--- config.mk ---
export PLATFORM = sky130hd
export DESIGN_NAME = brake_actuator_sequencer_flat
export DESIGN_NICKNAME = d
export VERILOG_FILES = /design/src/bas_pkg.sv /design/src/bas_if.sv /design/src/bas_div.sv /design/src/brake_actuator_sequencer.sv /design/src/flat_wrapper.sv
export SDC_FILE = /design/constraint.sdc
export NUM_CORES = 1
export LEC_CHECK = 0
export ABC_AREA = 1
export BUFFER_PORTS_ARGS = -buffer_cell sky130_fd_sc_hd__buf_2
export CAP_MARGIN = 10
export CORE_MARGIN = 2
export CORE_UTILIZATION = 55
export DETAILED_ROUTE_END_ITERATION = 16
export PLACE_DENSITY = 0.72
export SLEW_MARGIN = 20
export SYNTH_ARGS = -nofsm -noshare
export SYNTH_HDL_FRONTEND = slang
export SYNTH_SLANG_ARGS = --single-unit
--- constraint.sdc ---
create_clock -name clk -period 5.2 [get_ports clk]
set_input_delay 0.78 -clock clk [delete_from_list [all_inputs] [get_ports clk]]
set_output_delay 0.78 -clock clk [all_outputs]
set_load 0.01 [all_outputs]
--- src/bas_pkg.sv ---
`timescale 1ns / 1ps

package bas_pkg;

	localparam int NumW     = 22;
	localparam int DenW     = 12;
	localparam int DivSteps = NumW;
	localparam int CntW     = $clog2(DivSteps);

	localparam logic [11:0] RcFwdAbove  = 12'd1003;
	localparam logic [11:0] RcRevBelow  = 12'd1000;
	localparam logic [11:0] RcNeutral   = 12'd1002;

	localparam logic [11:0] RstPulseMin  = 12'd1000;
	localparam logic [11:0] RstPulseZero = 12'd1500;
	localparam logic [11:0] RstPulseMax  = 12'd2000;
	localparam logic [7:0]  RstDuty      = 8'd125;
	localparam logic [15:0] RstHold      = 16'd1000;
	localparam logic [6:0]  RstLevel     = 7'd15;

	typedef enum logic [2:0] {
		REG_SOURCE  = 3'd0,
		REG_MIN     = 3'd1,
		REG_ZERO    = 3'd2,
		REG_MAX     = 3'd3,
		REG_DUTY    = 3'd4,
		REG_HOLD    = 3'd5,
		REG_LEVEL   = 3'd6
	} cfg_reg_t;

	typedef enum logic [2:0] {
		EV_NONE        = 3'd0,
		EV_FWD_RELEASE = 3'd1,
		EV_FWD_BRAKE   = 3'd2,
		EV_REV_RELEASE = 3'd3,
		EV_REV_BRAKE   = 3'd4,
		EV_NEU_BRAKE   = 3'd5,
		EV_HOLD_EXPIRE = 3'd6
	} event_t;

endpackage

--- src/bas_if.sv ---
`timescale 1ns / 1ps

interface bas_in_if;
	logic               valid;
	logic               ready;
	logic signed [15:0] throttle;
	logic [31:0]        time_ms;
	modport source (output valid, throttle, time_ms, input ready);
	modport sink   (input valid, throttle, time_ms, output ready);
endinterface

interface bas_out_if;
	logic       valid;
	logic       ready;
	logic       act_dir;
	logic [7:0] pwm_duty;
	logic       brake_active;
	logic       release_active;
	logic [2:0] event_res;
	modport source (output valid, act_dir, pwm_duty, brake_active, release_active,
		event_res, input ready);
	modport sink   (input valid, act_dir, pwm_duty, brake_active, release_active,
		event_res, output ready);
endinterface

interface bas_cfg_if;
	logic        valid;
	logic        ready;
	logic [2:0]  index;
	logic [15:0] data;
	modport source (output valid, index, data, input ready);
	modport sink   (input valid, index, data, output ready);
endinterface

--- src/bas_div.sv ---
`timescale 1ns / 1ps

// restoring divider, one quotient bit per cycle
module bas_div (
	input  logic                       clk,
	input  logic                       arst_n,
	input  logic                       start,
	input  logic [bas_pkg::NumW-1:0]   num,
	input  logic [bas_pkg::DenW-1:0]   den,
	output logic                       done,
	output logic [bas_pkg::NumW-1:0]   quot
);

	logic [bas_pkg::DenW-1:0] rem_q;
	logic [bas_pkg::NumW-1:0] quo_q;
	logic [bas_pkg::CntW-1:0] cnt_q;
	logic                     busy_q;
	logic                     done_q;
	logic [bas_pkg::DenW:0]   trial;
	logic [bas_pkg::DenW:0]   diff;
	logic                     take;

	assign trial = {rem_q, quo_q[bas_pkg::NumW-1]};
	assign diff  = trial - {1'b0, den};
	assign take  = (trial >= {1'b0, den});

	always_ff @(posedge clk or negedge arst_n) begin
		if (!arst_n) begin
			busy_q <= 1'b0;
			done_q <= 1'b0;
			cnt_q  <= '0;
		end else begin
			done_q <= 1'b0;
			if (start) begin
				busy_q <= 1'b1;
				cnt_q  <= '0;
			end else if (busy_q) begin
				cnt_q <= cnt_q + 1'b1;
				if (cnt_q == bas_pkg::CntW'(bas_pkg::DivSteps - 1)) begin
					busy_q <= 1'b0;
					done_q <= 1'b1;
				end
			end
		end
	end

	always_ff @(posedge clk) begin
		if (start) begin
			rem_q <= '0;
			quo_q <= num;
		end else if (busy_q) begin
			rem_q <= take ? diff[bas_pkg::DenW-1:0] : trial[bas_pkg::DenW-1:0];
			quo_q <= {quo_q[bas_pkg::NumW-2:0], take};
		end
	end

	assign done = done_q;
	assign quot = quo_q;

endmodule

--- src/brake_actuator_sequencer.sv ---
`timescale 1ns / 1ps

// Brake actuator sequencer. One command is in flight at a time: cmd.ready is high only
// while the block is idle. A signed command, or an RC neutral or out-of-band width,
// passes PREP, UPD, HOLD and OUT; an RC forward or reverse width adds SCALE, DIV
// and MAP, where the 22-step shared restoring divider maps the pulse width to a
// signed value saturated to 16 bits. OUT waits for a free output register; cmd.ready
// rises in the same cycle as result valid; the next command is taken while a result
// waits. The configuration channel is always ready; write it only while idle.
module brake_actuator_sequencer (
	input  logic            clk,
	input  logic            arst_n,
	bas_cfg_if.sink         cfg,
	bas_in_if.sink          cmd,
	bas_out_if.source       rsp
);

	typedef enum logic [7:0] {
		S_IDLE  = 8'b0000_0001,
		S_PREP  = 8'b0000_0010,
		S_SCALE = 8'b0000_0100,
		S_DIV   = 8'b0000_1000,
		S_MAP   = 8'b0001_0000,
		S_UPD   = 8'b0010_0000,
		S_HOLD  = 8'b0100_0000,
		S_OUT   = 8'b1000_0000
	} state_t;

	typedef enum logic [1:0] {
		K_NONE = 2'd0,
		K_FWD  = 2'd1,
		K_REV  = 2'd2,
		K_NEU  = 2'd3
	} kind_t;

	state_t state_q;

	// configuration
	logic        src_q;
	logic [11:0] min_q, zero_q, max_q;
	logic [7:0]  duty_q;
	logic [15:0] hold_q;
	logic [6:0]  level_q;

	// sequencer state
	logic signed [15:0] last_q;
	logic               rel_q, brk_q, stop_q, dir_q;
	logic [31:0]        start_q;
	logic [7:0]         hduty_q;

	// per-command working registers
	logic signed [15:0] t_q;
	logic [31:0]        now_q;
	kind_t              kind_q;
	logic signed [16:0] diff_q;
	logic signed [12:0] den_q;
	logic               neg_q, denz_q;
	logic signed [15:0] v_q;
	logic [2:0]         ev_q;

	// output register
	logic       out_valid_q;
	logic       o_dir_q, o_brk_q, o_rel_q;
	logic [7:0] o_duty_q;
	logic [2:0] o_ev_q;

	// divider
	logic                     div_start;
	logic                     div_done;
	logic [bas_pkg::NumW-1:0] div_quot;
	logic [bas_pkg::NumW-1:0] num_mag;
	logic [bas_pkg::DenW-1:0] den_mag;

	logic signed [23:0] d24, num24, num_abs;
	logic signed [12:0] den_abs;
	logic signed [22:0] qs;
	logic signed [23:0] m24;
	logic signed [15:0] m_sat;
	logic signed [16:0] dv;
	logic               rel_ok;
	logic [31:0]        elapsed;
	logic               out_free;

	assign cfg.ready = 1'b1;
	assign cmd.ready = (state_q == S_IDLE);
	assign out_free  = !out_valid_q || rsp.ready;

	assign d24     = {{7{diff_q[16]}}, diff_q};
	assign num24   = (d24 <<< 6) + (d24 <<< 5) + (d24 <<< 2);
	assign num_abs = num24[23] ? -num24 : num24;
	assign den_abs = den_q[12] ? -den_q : den_q;
	assign num_mag = num_abs[bas_pkg::NumW-1:0];
	assign den_mag = den_abs[bas_pkg::DenW-1:0];
	assign div_start = (state_q == S_SCALE);

	bas_div u_div (
		.clk    (clk),
		.arst_n (arst_n),
		.start  (div_start),
		.num    (num_mag),
		.den    (den_mag),
		.done   (div_done),
		.quot   (div_quot)
	);

	always_comb begin
		qs = neg_q ? -$signed({1'b0, div_quot}) : $signed({1'b0, div_quot});
		if (denz_q)
			qs = '0;
		if (kind_q == K_FWD)
			m24 = {qs[22], qs};
		else
			m24 = 24'sd100 - {qs[22], qs};
		if (m24 > 24'sd32767)
			m_sat = 16'sh7FFF;
		else if (m24 < -24'sd32768)
			m_sat = 16'sh8000;
		else
			m_sat = m24[15:0];
	end

	assign dv      = {v_q[15], v_q} - {last_q[15], last_q};
	assign rel_ok  = (kind_q == K_REV) || !rel_q;
	assign elapsed = now_q - start_q;

	always_ff @(posedge clk or negedge arst_n) begin
		if (!arst_n) begin
			src_q   <= 1'b0;
			min_q   <= bas_pkg::RstPulseMin;
			zero_q  <= bas_pkg::RstPulseZero;
			max_q   <= bas_pkg::RstPulseMax;
			duty_q  <= bas_pkg::RstDuty;
			hold_q  <= bas_pkg::RstHold;
			level_q <= bas_pkg::RstLevel;
		end else if (cfg.valid) begin
			unique case (cfg.index)
				bas_pkg::REG_SOURCE: src_q   <= cfg.data[0];
				bas_pkg::REG_MIN:    min_q   <= cfg.data[11:0];
				bas_pkg::REG_ZERO:   zero_q  <= cfg.data[11:0];
				bas_pkg::REG_MAX:    max_q   <= cfg.data[11:0];
				bas_pkg::REG_DUTY:   duty_q  <= cfg.data[7:0];
				bas_pkg::REG_HOLD:   hold_q  <= cfg.data[15:0];
				bas_pkg::REG_LEVEL:  level_q <= cfg.data[6:0];
				default: ;
			endcase
		end
	end

	always_ff @(posedge clk or negedge arst_n) begin
		if (!arst_n) begin
			state_q     <= S_IDLE;
			last_q      <= '0;
			rel_q       <= 1'b0;
			brk_q       <= 1'b0;
			stop_q      <= 1'b0;
			start_q     <= '0;
			dir_q       <= 1'b1;
			hduty_q     <= '0;
			out_valid_q <= 1'b0;
			kind_q      <= K_NONE;
			v_q         <= '0;
			diff_q      <= '0;
			den_q       <= '0;
			neg_q       <= 1'b0;
			denz_q      <= 1'b0;
			ev_q        <= bas_pkg::EV_NONE;
		end else begin
			if (rsp.ready)
				out_valid_q <= 1'b0;
			unique case (state_q)
				S_IDLE: begin
					if (cmd.valid)
						state_q <= S_PREP;
				end
				S_PREP: begin
					state_q <= S_UPD;
					if (!src_q) begin
						if (t_q == 16'sd0)
							kind_q <= K_NEU;
						else if (t_q > 16'sd0) begin
							kind_q <= K_FWD;
							v_q    <= t_q;
						end else begin
							kind_q <= K_REV;
							v_q    <= (t_q == 16'sh8000) ? 16'sh7FFF : -t_q;
						end
					end else if (t_q > $signed({4'b0, bas_pkg::RcFwdAbove})) begin
						kind_q  <= K_FWD;
						diff_q  <= {t_q[15], t_q} - $signed({5'b0, zero_q});
						den_q   <= $signed({1'b0, max_q}) - $signed({1'b0, zero_q});
						state_q <= S_SCALE;
					end else if (t_q < $signed({4'b0, bas_pkg::RcRevBelow})) begin
						kind_q  <= K_REV;
						diff_q  <= {t_q[15], t_q} - $signed({5'b0, min_q});
						den_q   <= $signed({1'b0, zero_q}) - $signed({1'b0, min_q});
						state_q <= S_SCALE;
					end else if (t_q == $signed({4'b0, bas_pkg::RcNeutral}))
						kind_q <= K_NEU;
					else
						kind_q <= K_NONE;
				end
				S_SCALE: begin
					neg_q   <= num24[23] ^ den_q[12];
					denz_q  <= (den_q == 13'sd0);
					state_q <= S_DIV;
				end
				S_DIV: begin
					if (div_done)
						state_q <= S_MAP;
				end
				S_MAP: begin
					v_q     <= m_sat;
					state_q <= S_UPD;
				end
				S_UPD: begin
					ev_q    <= bas_pkg::EV_NONE;
					state_q <= S_HOLD;
					case (kind_q)
						K_FWD, K_REV: begin
							stop_q <= 1'b0;
							if (dv > 17'sd1 && rel_ok) begin
								dir_q   <= 1'b0;
								hduty_q <= duty_q;
								brk_q   <= 1'b0;
								rel_q   <= 1'b1;
								start_q <= now_q;
								last_q  <= v_q;
								ev_q    <= (kind_q == K_REV) ? bas_pkg::EV_REV_RELEASE
									: bas_pkg::EV_FWD_RELEASE;
							end else if (dv < -17'sd1 && v_q < $signed({9'b0, level_q})
								&& !brk_q) begin
								dir_q   <= 1'b1;
								hduty_q <= duty_q;
								brk_q   <= 1'b1;
								rel_q   <= 1'b0;
								start_q <= now_q;
								last_q  <= v_q;
								ev_q    <= (kind_q == K_REV) ? bas_pkg::EV_REV_BRAKE
									: bas_pkg::EV_FWD_BRAKE;
							end
						end
						K_NEU: begin
							if (!brk_q) begin
								if (!stop_q) begin
									dir_q   <= 1'b1;
									hduty_q <= duty_q;
								end
								last_q  <= '0;
								start_q <= now_q;
								brk_q   <= 1'b1;
								ev_q    <= bas_pkg::EV_NEU_BRAKE;
							end
						end
						default: ;
					endcase
				end
				S_HOLD: begin
					if (elapsed > {16'b0, hold_q} && (brk_q || rel_q)) begin
						hduty_q <= '0;
						brk_q   <= 1'b0;
						rel_q   <= 1'b0;
						if (!src_q)
							stop_q <= 1'b1;
						ev_q <= bas_pkg::EV_HOLD_EXPIRE;
					end
					state_q <= S_OUT;
				end
				S_OUT: begin
					if (out_free) begin
						out_valid_q <= 1'b1;
						state_q     <= S_IDLE;
					end
				end
				default: state_q <= S_IDLE;
			endcase
		end
	end

	always_ff @(posedge clk) begin
		if (cmd.valid && cmd.ready) begin
			t_q   <= cmd.throttle;
			now_q <= cmd.time_ms;
		end
		if (state_q == S_OUT && out_free) begin
			o_dir_q  <= dir_q;
			o_duty_q <= hduty_q;
			o_brk_q  <= brk_q;
			o_rel_q  <= rel_q;
			o_ev_q   <= ev_q;
		end
	end

	assign rsp.valid          = out_valid_q;
	assign rsp.act_dir        = o_dir_q;
	assign rsp.pwm_duty       = o_duty_q;
	assign rsp.brake_active   = o_brk_q;
	assign rsp.release_active = o_rel_q;
	assign rsp.event_res      = o_ev_q;

endmodule
--- src/flat_wrapper.sv ---
// flat-port wrapper written by rule: the top's interface ports become plain ports
module brake_actuator_sequencer_flat 
  (clk, arst_n, cfg_valid, cfg_index, cfg_data, cfg_ready, cmd_valid, cmd_throttle, cmd_time_ms, cmd_ready, rsp_valid, rsp_act_dir, rsp_pwm_duty, rsp_brake_active, rsp_release_active, rsp_event_res, rsp_ready);
  bas_cfg_if cfg_i ();
  bas_in_if cmd_i ();
  bas_out_if rsp_i ();
  input  logic clk;
  input  logic arst_n;
  input wire logic [$bits(cfg_i.valid)-1:0] cfg_valid;
  input wire logic [$bits(cfg_i.index)-1:0] cfg_index;
  input wire logic [$bits(cfg_i.data)-1:0] cfg_data;
  output wire logic [$bits(cfg_i.ready)-1:0] cfg_ready;
  input wire logic [$bits(cmd_i.valid)-1:0] cmd_valid;
  input wire logic [$bits(cmd_i.throttle)-1:0] cmd_throttle;
  input wire logic [$bits(cmd_i.time_ms)-1:0] cmd_time_ms;
  output wire logic [$bits(cmd_i.ready)-1:0] cmd_ready;
  output wire logic [$bits(rsp_i.valid)-1:0] rsp_valid;
  output wire logic [$bits(rsp_i.act_dir)-1:0] rsp_act_dir;
  output wire logic [$bits(rsp_i.pwm_duty)-1:0] rsp_pwm_duty;
  output wire logic [$bits(rsp_i.brake_active)-1:0] rsp_brake_active;
  output wire logic [$bits(rsp_i.release_active)-1:0] rsp_release_active;
  output wire logic [$bits(rsp_i.event_res)-1:0] rsp_event_res;
  input wire logic [$bits(rsp_i.ready)-1:0] rsp_ready;
  assign cfg_i.valid = cfg_valid;
  assign cfg_i.index = cfg_index;
  assign cfg_i.data = cfg_data;
  assign cfg_ready = cfg_i.ready;
  assign cmd_i.valid = cmd_valid;
  assign cmd_i.throttle = cmd_throttle;
  assign cmd_i.time_ms = cmd_time_ms;
  assign cmd_ready = cmd_i.ready;
  assign rsp_valid = rsp_i.valid;
  assign rsp_act_dir = rsp_i.act_dir;
  assign rsp_pwm_duty = rsp_i.pwm_duty;
  assign rsp_brake_active = rsp_i.brake_active;
  assign rsp_release_active = rsp_i.release_active;
  assign rsp_event_res = rsp_i.event_res;
  assign rsp_i.ready = rsp_ready;
  brake_actuator_sequencer u_core (.clk(clk), .arst_n(arst_n), .cfg(cfg_i), .cmd(cmd_i), .rsp(rsp_i));
endmodule
# --- Word-level counts from Yosys, hierarchy flattened ---
# Cells that the tools add are included.
word_totals:
  regBits: 293
  inputBits: 72
  out_inout_bits: 17
op_classes:
  addsub: 15
  order_cmp: 10
  n_eq_ne: 36
  mux: 82
  n_bitwise: 1
  reduce_logical: 38
ops:
  columns: ["op", "count"]
  rows:
  - ["$mux W16", 9]
  - ["$mux W32", 3]
  - ["$mux W8", 10]
  - ["$mux W22", 3]
  - ["$pmux W16 S2", 2]
  - ["$pmux W32 S2", 1]
  - ["$pmux W8 S8", 1]
  - ["$mux W23", 2]
  - ["$mux W17", 2]
  - ["$sub A16 B13 Y17", 2]
  - ["$gt A32 B16 Y1", 1]
  - ["$pmux W8 S2", 2]
  - ["$sub A32 B32 Y32", 1]
  - ["$mux W13", 2]
  - ["$sub A12 B12 Y13", 2]
  - ["$add A23 B22 Y24", 1]
  - ["$add A24 B19 Y24", 1]
  - ["$gt A24 B16 Y1 const B", 1]
  - ["$lt A24 B16 Y1 const B", 1]
  - ["$mux W12", 2]
  - ["$mux W24", 1]
  - ["$sub A8 B23 Y24 const A", 1]
  - ["$neg A22 Y23", 1]
  - ["$neg A22 Y22", 1]
  - ["55 further kinds", 129]

# --- Longest topological paths before layout ---
logic_depth:
  word_depth: 9
  depth_mapped: 28

# --- By module ---
# Synthesis repeated with hierarchy kept, for this count alone.
unflattened:
  hier_cells: 2853
  area_unflattened_um2: 21147.8
by_module_without_submodules:
  columns: ["mod", "n_inst", "cells_each", "area_per_inst_um2"]
  rows:
  - ["brake_actuator_sequencer", 1, 2491, 18504.0]
  - ["bas_div", 1, 362, 2643.8]

# --- Worst setup path after synthesis ---
# Ideal clock, no wire load.
synth_path:
  path_type: "register to register"
  startpoint: "register u_core.state_q[4]"
  endpoint: "register u_core.now_q[0] (enable)"
  setup_ns: 0.454
  arrival_time_ns: 3.518
  slack_ns: 1.228
  path_stages_with_launch: 8
  path_buffers: 0
  path_cell_list: "dfrtp_1 -> nor2_1 -> inv_1 -> nor2_1 -> inv_1 -> nor4_1 -> inv_1 -> nor2_1"
synth_via:
  elab_chain_cells: 2
synth_rtl:
  columns: ["element", "line", "rtl"]
  rows:
  - ["from (decl)", "brake_actuator_sequencer.sv:36", "state_t state_q;"]
  - ["from (signal assigned)", "brake_actuator_sequencer.sv:151", "state_q <= S_IDLE;"]
  - ["from (signal assigned)", "brake_actuator_sequencer.sv:173", "state_q <= S_PREP;"]
  - ["from (signal assigned)", "brake_actuator_sequencer.sv:176", "state_q <= S_UPD;"]
  - ["$eq A8 B1 Y1", "brake_actuator_sequencer.sv:85", "assign cmd.ready = (state_q == S_IDLE);"]
  - ["via cmd_ready", "flat_wrapper.sv:16", "output wire logic [$bits(cmd_i.ready)-1:0] cmd_ready;"]
  - ["$logic_and A1 B1 Y1", "brake_actuator_sequencer.sv:280", "if (cmd.valid && cmd.ready) begin"]
  - ["to (signal assigned)", "brake_actuator_sequencer.sv:282", "now_q <= cmd.time_ms;"]
  - ["to (decl)", "brake_actuator_sequencer.sv:53", "logic [31:0] now_q;"]
# The timed path passes the listed nets, and every way through them passes these cells.
# A chain may end at the register's enable or synchronous reset.

# --- Worst setup path in the final report ---
layout_path:
  startpoint: "register u_core.now_q[0]"
  endpoint: "register u_core.hduty_q[7]"
layout_via:
  elab_chain_cells: 5
layout_rtl:
  columns: ["element", "line", "rtl"]
  rows:
  - ["$sub A32 B32 Y32", "brake_actuator_sequencer.sv:124", "assign elapsed = now_q - start_q;"]
  - ["$gt A32 B16 Y1", "brake_actuator_sequencer.sv:258", "if (elapsed > {16'b0, hold_q} && (brk_q || rel_q)) begin"]
  - ["$logic_and A1 B1 Y1", "brake_actuator_sequencer.sv:258", null]
  - ["$ne A2 B1 Y1 (no line)", null, null]
  - ["$reduce_and A6 Y1 (no line)", null, null]
  - ["to (signal assigned)", "brake_actuator_sequencer.sv:223", "hduty_q <= duty_q;"]
  - ["to (signal assigned)", "brake_actuator_sequencer.sv:233", "hduty_q <= duty_q;"]
  - ["to (signal assigned)", "brake_actuator_sequencer.sv:246", "hduty_q <= duty_q;"]
  - ["to (decl)", "brake_actuator_sequencer.sv:49", "logic [7:0] hduty_q;"]
# Every way passes these cells.

==> impl_metrics.json <==
{
  "crit_top_cell": "nand2_1",
  "status": "completed",
  "setup_viol_count_final": 0,
  "avgSynthCellArea_sq_um": 7.611,
  "postRouteAntennaNets": 0,
  "ys_warn_count": 0,
  "arrival_ns": 4.75,
  "crit_path_max_fanout": 12,
  "synth-edff-count": 84,
  "holdWs_ns": 0.3644,
  "avgViaCountPerCell": 5.414,
  "nFillCells": 3433,
  "crit_family": "simple AND/OR/NAND/NOR gates",
  "final_common_cell": "nand2_1",
  "ys_ff_latch": 293,
  "yosysUniqueCellTypes": 60,
  "async_flop_share_pct": 67.24,
  "gp_congestion": 0.9506,
  "die_h_um": 199.2,
  "powerDensity_mw_per_mm2": 705.9,
  "r2r_start": "u_core.now_q[0]",
  "worstMarginPinSlew_ns": 0.9740,
  "clk_path_buf_depth": 3,
  "critPathSlowestCell": "fa_1",
  "synth_top_area_cell": "dfrtp_1",
  "synth_top_area_share_pct": 19.11,
  "vias": 18230,
  "grt_max_degree": 105,
  "top_usage_layer": "met2",
  "finalCritPeriodShare_pct": 82.14,
  "gr-total-overflow": 0,
  "grt.total_usage_pct": 28.08,
  "antenna_found_initial": 3,
  "cts_buffers": 35,
  "worstSetupPathType": "flip-flop to flip-flop",
  "hp-class": "primary input to asynchronous set/reset pin",
  "synth.cell_area_sq_mm": 0.02095,
  "grt_use_met2_pct": 46.38,
  "clock-sinks": 293,
  "cts_setup_buffers": 0,
  "p_leak_nw": 11.32,
  "p_comb_share_pct": 60.5,
  "nNetsFinal": 3069,
  "firstDrtPassIters": 5,
  "maxSlewHeadroom_pct": 34.99,
  "grt.met3_usage_pct": 5.350,
  "crit_buf_inv": 3,
  "p_int_mw": 8.357,
  "grtUsageMet1_pct": 37.13,
  "finalCriticalPeriod_ns": 4.271,
  "ys_seq_area_share_pct": 36.93,
  "setup_tns_ns": 0,
  "syn-instance-count": 2753,
  "wl_per_cell_um": 16.19,
  "clk_latency_ns": 0.54,
  "cp-end-kind": "flip-flop",
  "grt_pass1_vias": 17640,
  "critPathRequiredTime_ns": 5.68,
  "drv_cap": 0,
  "ys_top_cells_by_area": "dfrtp_1, nand2_1, edfxtp_1, ha_1, inv_1",
  "drv_slew": 0,
  "tritoncts": "yes",
  "grt_pass1_wl_um": 88310,
  "cts-root-buf": "clkbuf_16",
  "ios": 89,
  "ys.flop_type": "dfrtp_1",
  "worst-r2r-setup-slack_ns": 0.93,
  "hold_violations": 0,
  "cts_resized": 0,
  "place_inst": 3302,
  "die_area_sq_mm": 0.03967,
  "cp_cell_sequence": "inv_1 -> ha_1 -> inv_1 -> fa_1 -> nand3_1 -> nand2_1 -> a21oi_1 -> o21ai_0 -> xor2_1 -> ha_1 -> nand3_1 -> nor3_1 -> nand2_1 -> inv_1 -> nor2_1 -> nor3_1 -> nand3_1 -> nor2_1 -> nand4_1 -> nand2_1 -> nand2_1 -> nand2_2 -> nand2_1 -> nand2_1",
  "fin_ws_ns": 0.9288,
  "clkTransAtPathRegs_ns": 0.06,
  "reg2reg_to": "u_core.hduty_q[7]",
  "routed_wl_um": 54510,
  "power_frac_seq_pct": 24.5,
  "core_sq_mm": 0.03758,
  "p_sw_share_pct": 48.55,
  "drive_above_1_share_pct": 10.16,
  "fin_skew_ns": 0.01341,
  "cts_max_level": 2,
  "pwr-share-clk_pct": 15.0,
  "drt_iter0_drc": 1179,
  "worstSetupStartpointType": "flip-flop",
  "hold_buffers": 0,
  "start_util_pct": 55.76,
  "dp_hpwl_um": 42660,
  "clock.fmax_ghz": 0.2341,
  "portBuffers": 87,
  "layout_common_cells": "nand2_1, inv_1, o21ai_0",
  "critPathMaxStageDelay_ns": 0.40,
  "fp.dieW_um": 199.2,
  "reg2regPathDepth": 24,
  "area_growth_pct": 9.817,
  "rsz0062_at_grt": "no",
  "dp_slack_ns": 0.9797,
  "rows": 71,
  "drc": 0,
  "p_sw_mw": 7.885,
  "final_cell_count_no_fill": 3367,
  "ir_drop_mv": 0.4295,
  "synth_nets": 2994
}
-- cells in the mapped netlist (12+ instances only) --
master    number
nand2_1      718
inv_1        386
o21ai_0      220
nor2_1       195
dfrtp_1      160
ha_1         147
a21oi_1      145
nand3_1      123
edfxtp_1      84
xor2_1        84
clkbuf_1      39
nor3_1        38
dfstp_2       37
xnor2_1       33
nand4_1       30
nand3_2       24
fa_1          22
nand3b_1      22
nand2_2       20
o21ai_1       20
a31oi_1       18
o21bai_1      14
o211ai_1      13
or2_2         13
dfxtp_1       12
o21ai_2       12
-- power groups by stage --
stage	sequential (mW)	combinational (mW)	clock [mW]
4_1_cts	3.97	9.80	2.49
3_3_place_gp	3.99	9.51	0
6_report	3.98	9.82	2.44
2_1_floorplan	3.72	7.76	0
5_1_grt	4.08	11.2	2.57
3_5_place_dp	4.01	9.73	0
-- stage by stage --
step	power (mW)	area (sq um)	util, %
after global placement	13.50	21860	58.17
after detailed placement	13.74	21860	58.17
after CTS	16.26	23010	61.22
after global routing	17.89	23010	61.23
after floorplan	11.48	20950	-
final	16.24	23010	61.24
-- state kept, by name, indices dropped and copies added, names as in the netlist, 2 cells and up --
name and flops:
u_core.now_q 32, u_core.start_q 32, u_core.u_div.quot 22, u_core.diff_q 17, u_core.hold_q 16, u_core.last_q 16, u_core.t_q 16, u_core.v_q 16
u_core.den_q 13, u_core.max_q 12, u_core.min_q 12, u_core.u_div.rem_q 12, u_core.zero_q 12, u_core.duty_q 8, u_core.hduty_q 8, u_core.rsp.pwm_duty 8
u_core.state_q 8, u_core.level_q 7, u_core.u_div.cnt_q 5, u_core.ev_q 3, u_core.rsp.event_res 3, u_core.kind_q 2
-- worst register-to-register path, cell delays in order, from the launching register on --
cell and delay, ns:
edfxtp_1 0.38, inv_1 0.07, ha_1 0.14, inv_1 0.06
fa_1 0.40, nand3_1 0.09, nand2_1 0.14, a21oi_1 0.32
o21ai_0 0.20, xor2_1 0.19, ha_1 0.31, nand3_1 0.08
nor3_1 0.25, nand2_1 0.08, inv_1 0.08, nor2_1 0.06
nor3_1 0.20, nand3_1 0.11, nor2_1 0.11, nand4_1 0.14
nand2_1 0.12, nand2_1 0.26, nand2_2 0.26, nand2_1 0.08
nand2_1 0.07
-- per-layer routing --
metal,vias to the layer above,routed length [um]
li1,9139,-
met1,8555,24220
met2,419,25460
met3,111,3042
met4,4,1761
met5,-,19
-- final cells by class --
| cell class | instances | area [sq um] | share of cell area, % |
|---|---|---|---|
| Clock inverter | 11 | 93.84 | 0.4078 |
| Timing Repair Buffer | 98 | 551.8 | 2.398 |
| Multi-Input combinational cell | 2005 | 11450 | 49.75 |
| Tap cell | 511 | 639.4 | 2.779 |
| Sequential cell | 293 | 7739 | 33.63 |
| Inverter | 395 | 1483 | 6.443 |
| Antenna cell | 2 | 5.005 | 0.02175 |
| Clock buffer | 52 | 1052 | 4.573 |
-- cell families (layout without fill, tap and decap cells) --
family	Yosys count	after routing	synth area share, %
adder cells (fa/ha/maj)	169	169	10.88
flip-flops	293	293	36.93
XOR/XNOR	117	117	4.890
buffers and inverters	455	556	8.503
AND/OR/NAND/NOR	1222	1222	25.53
AO/OA/AOI/OAI	496	496	13.24
other	1	3	0.01790
-- worst max path at each step --
stage | from | end | slack [ns] | cells after the start
after floorplan | u_core.state_q[4] | u_core.now_q[0] | 1.23 | 7
after global placement | u_core.now_q[2] | u_core.hduty_q[6] | 1.18 | 22
after detailed placement | u_core.now_q[2] | u_core.hduty_q[7] | 0.98 | 22
after CTS | u_core.now_q[2] | u_core.hduty_q[7] | 0.96 | 22
after global routing | u_core.now_q[0] | u_core.hduty_q[5] | 0.39 | 27
final | u_core.now_q[0] | u_core.hduty_q[7] | 0.93 | 24
(Power assumes the default switching activity.)
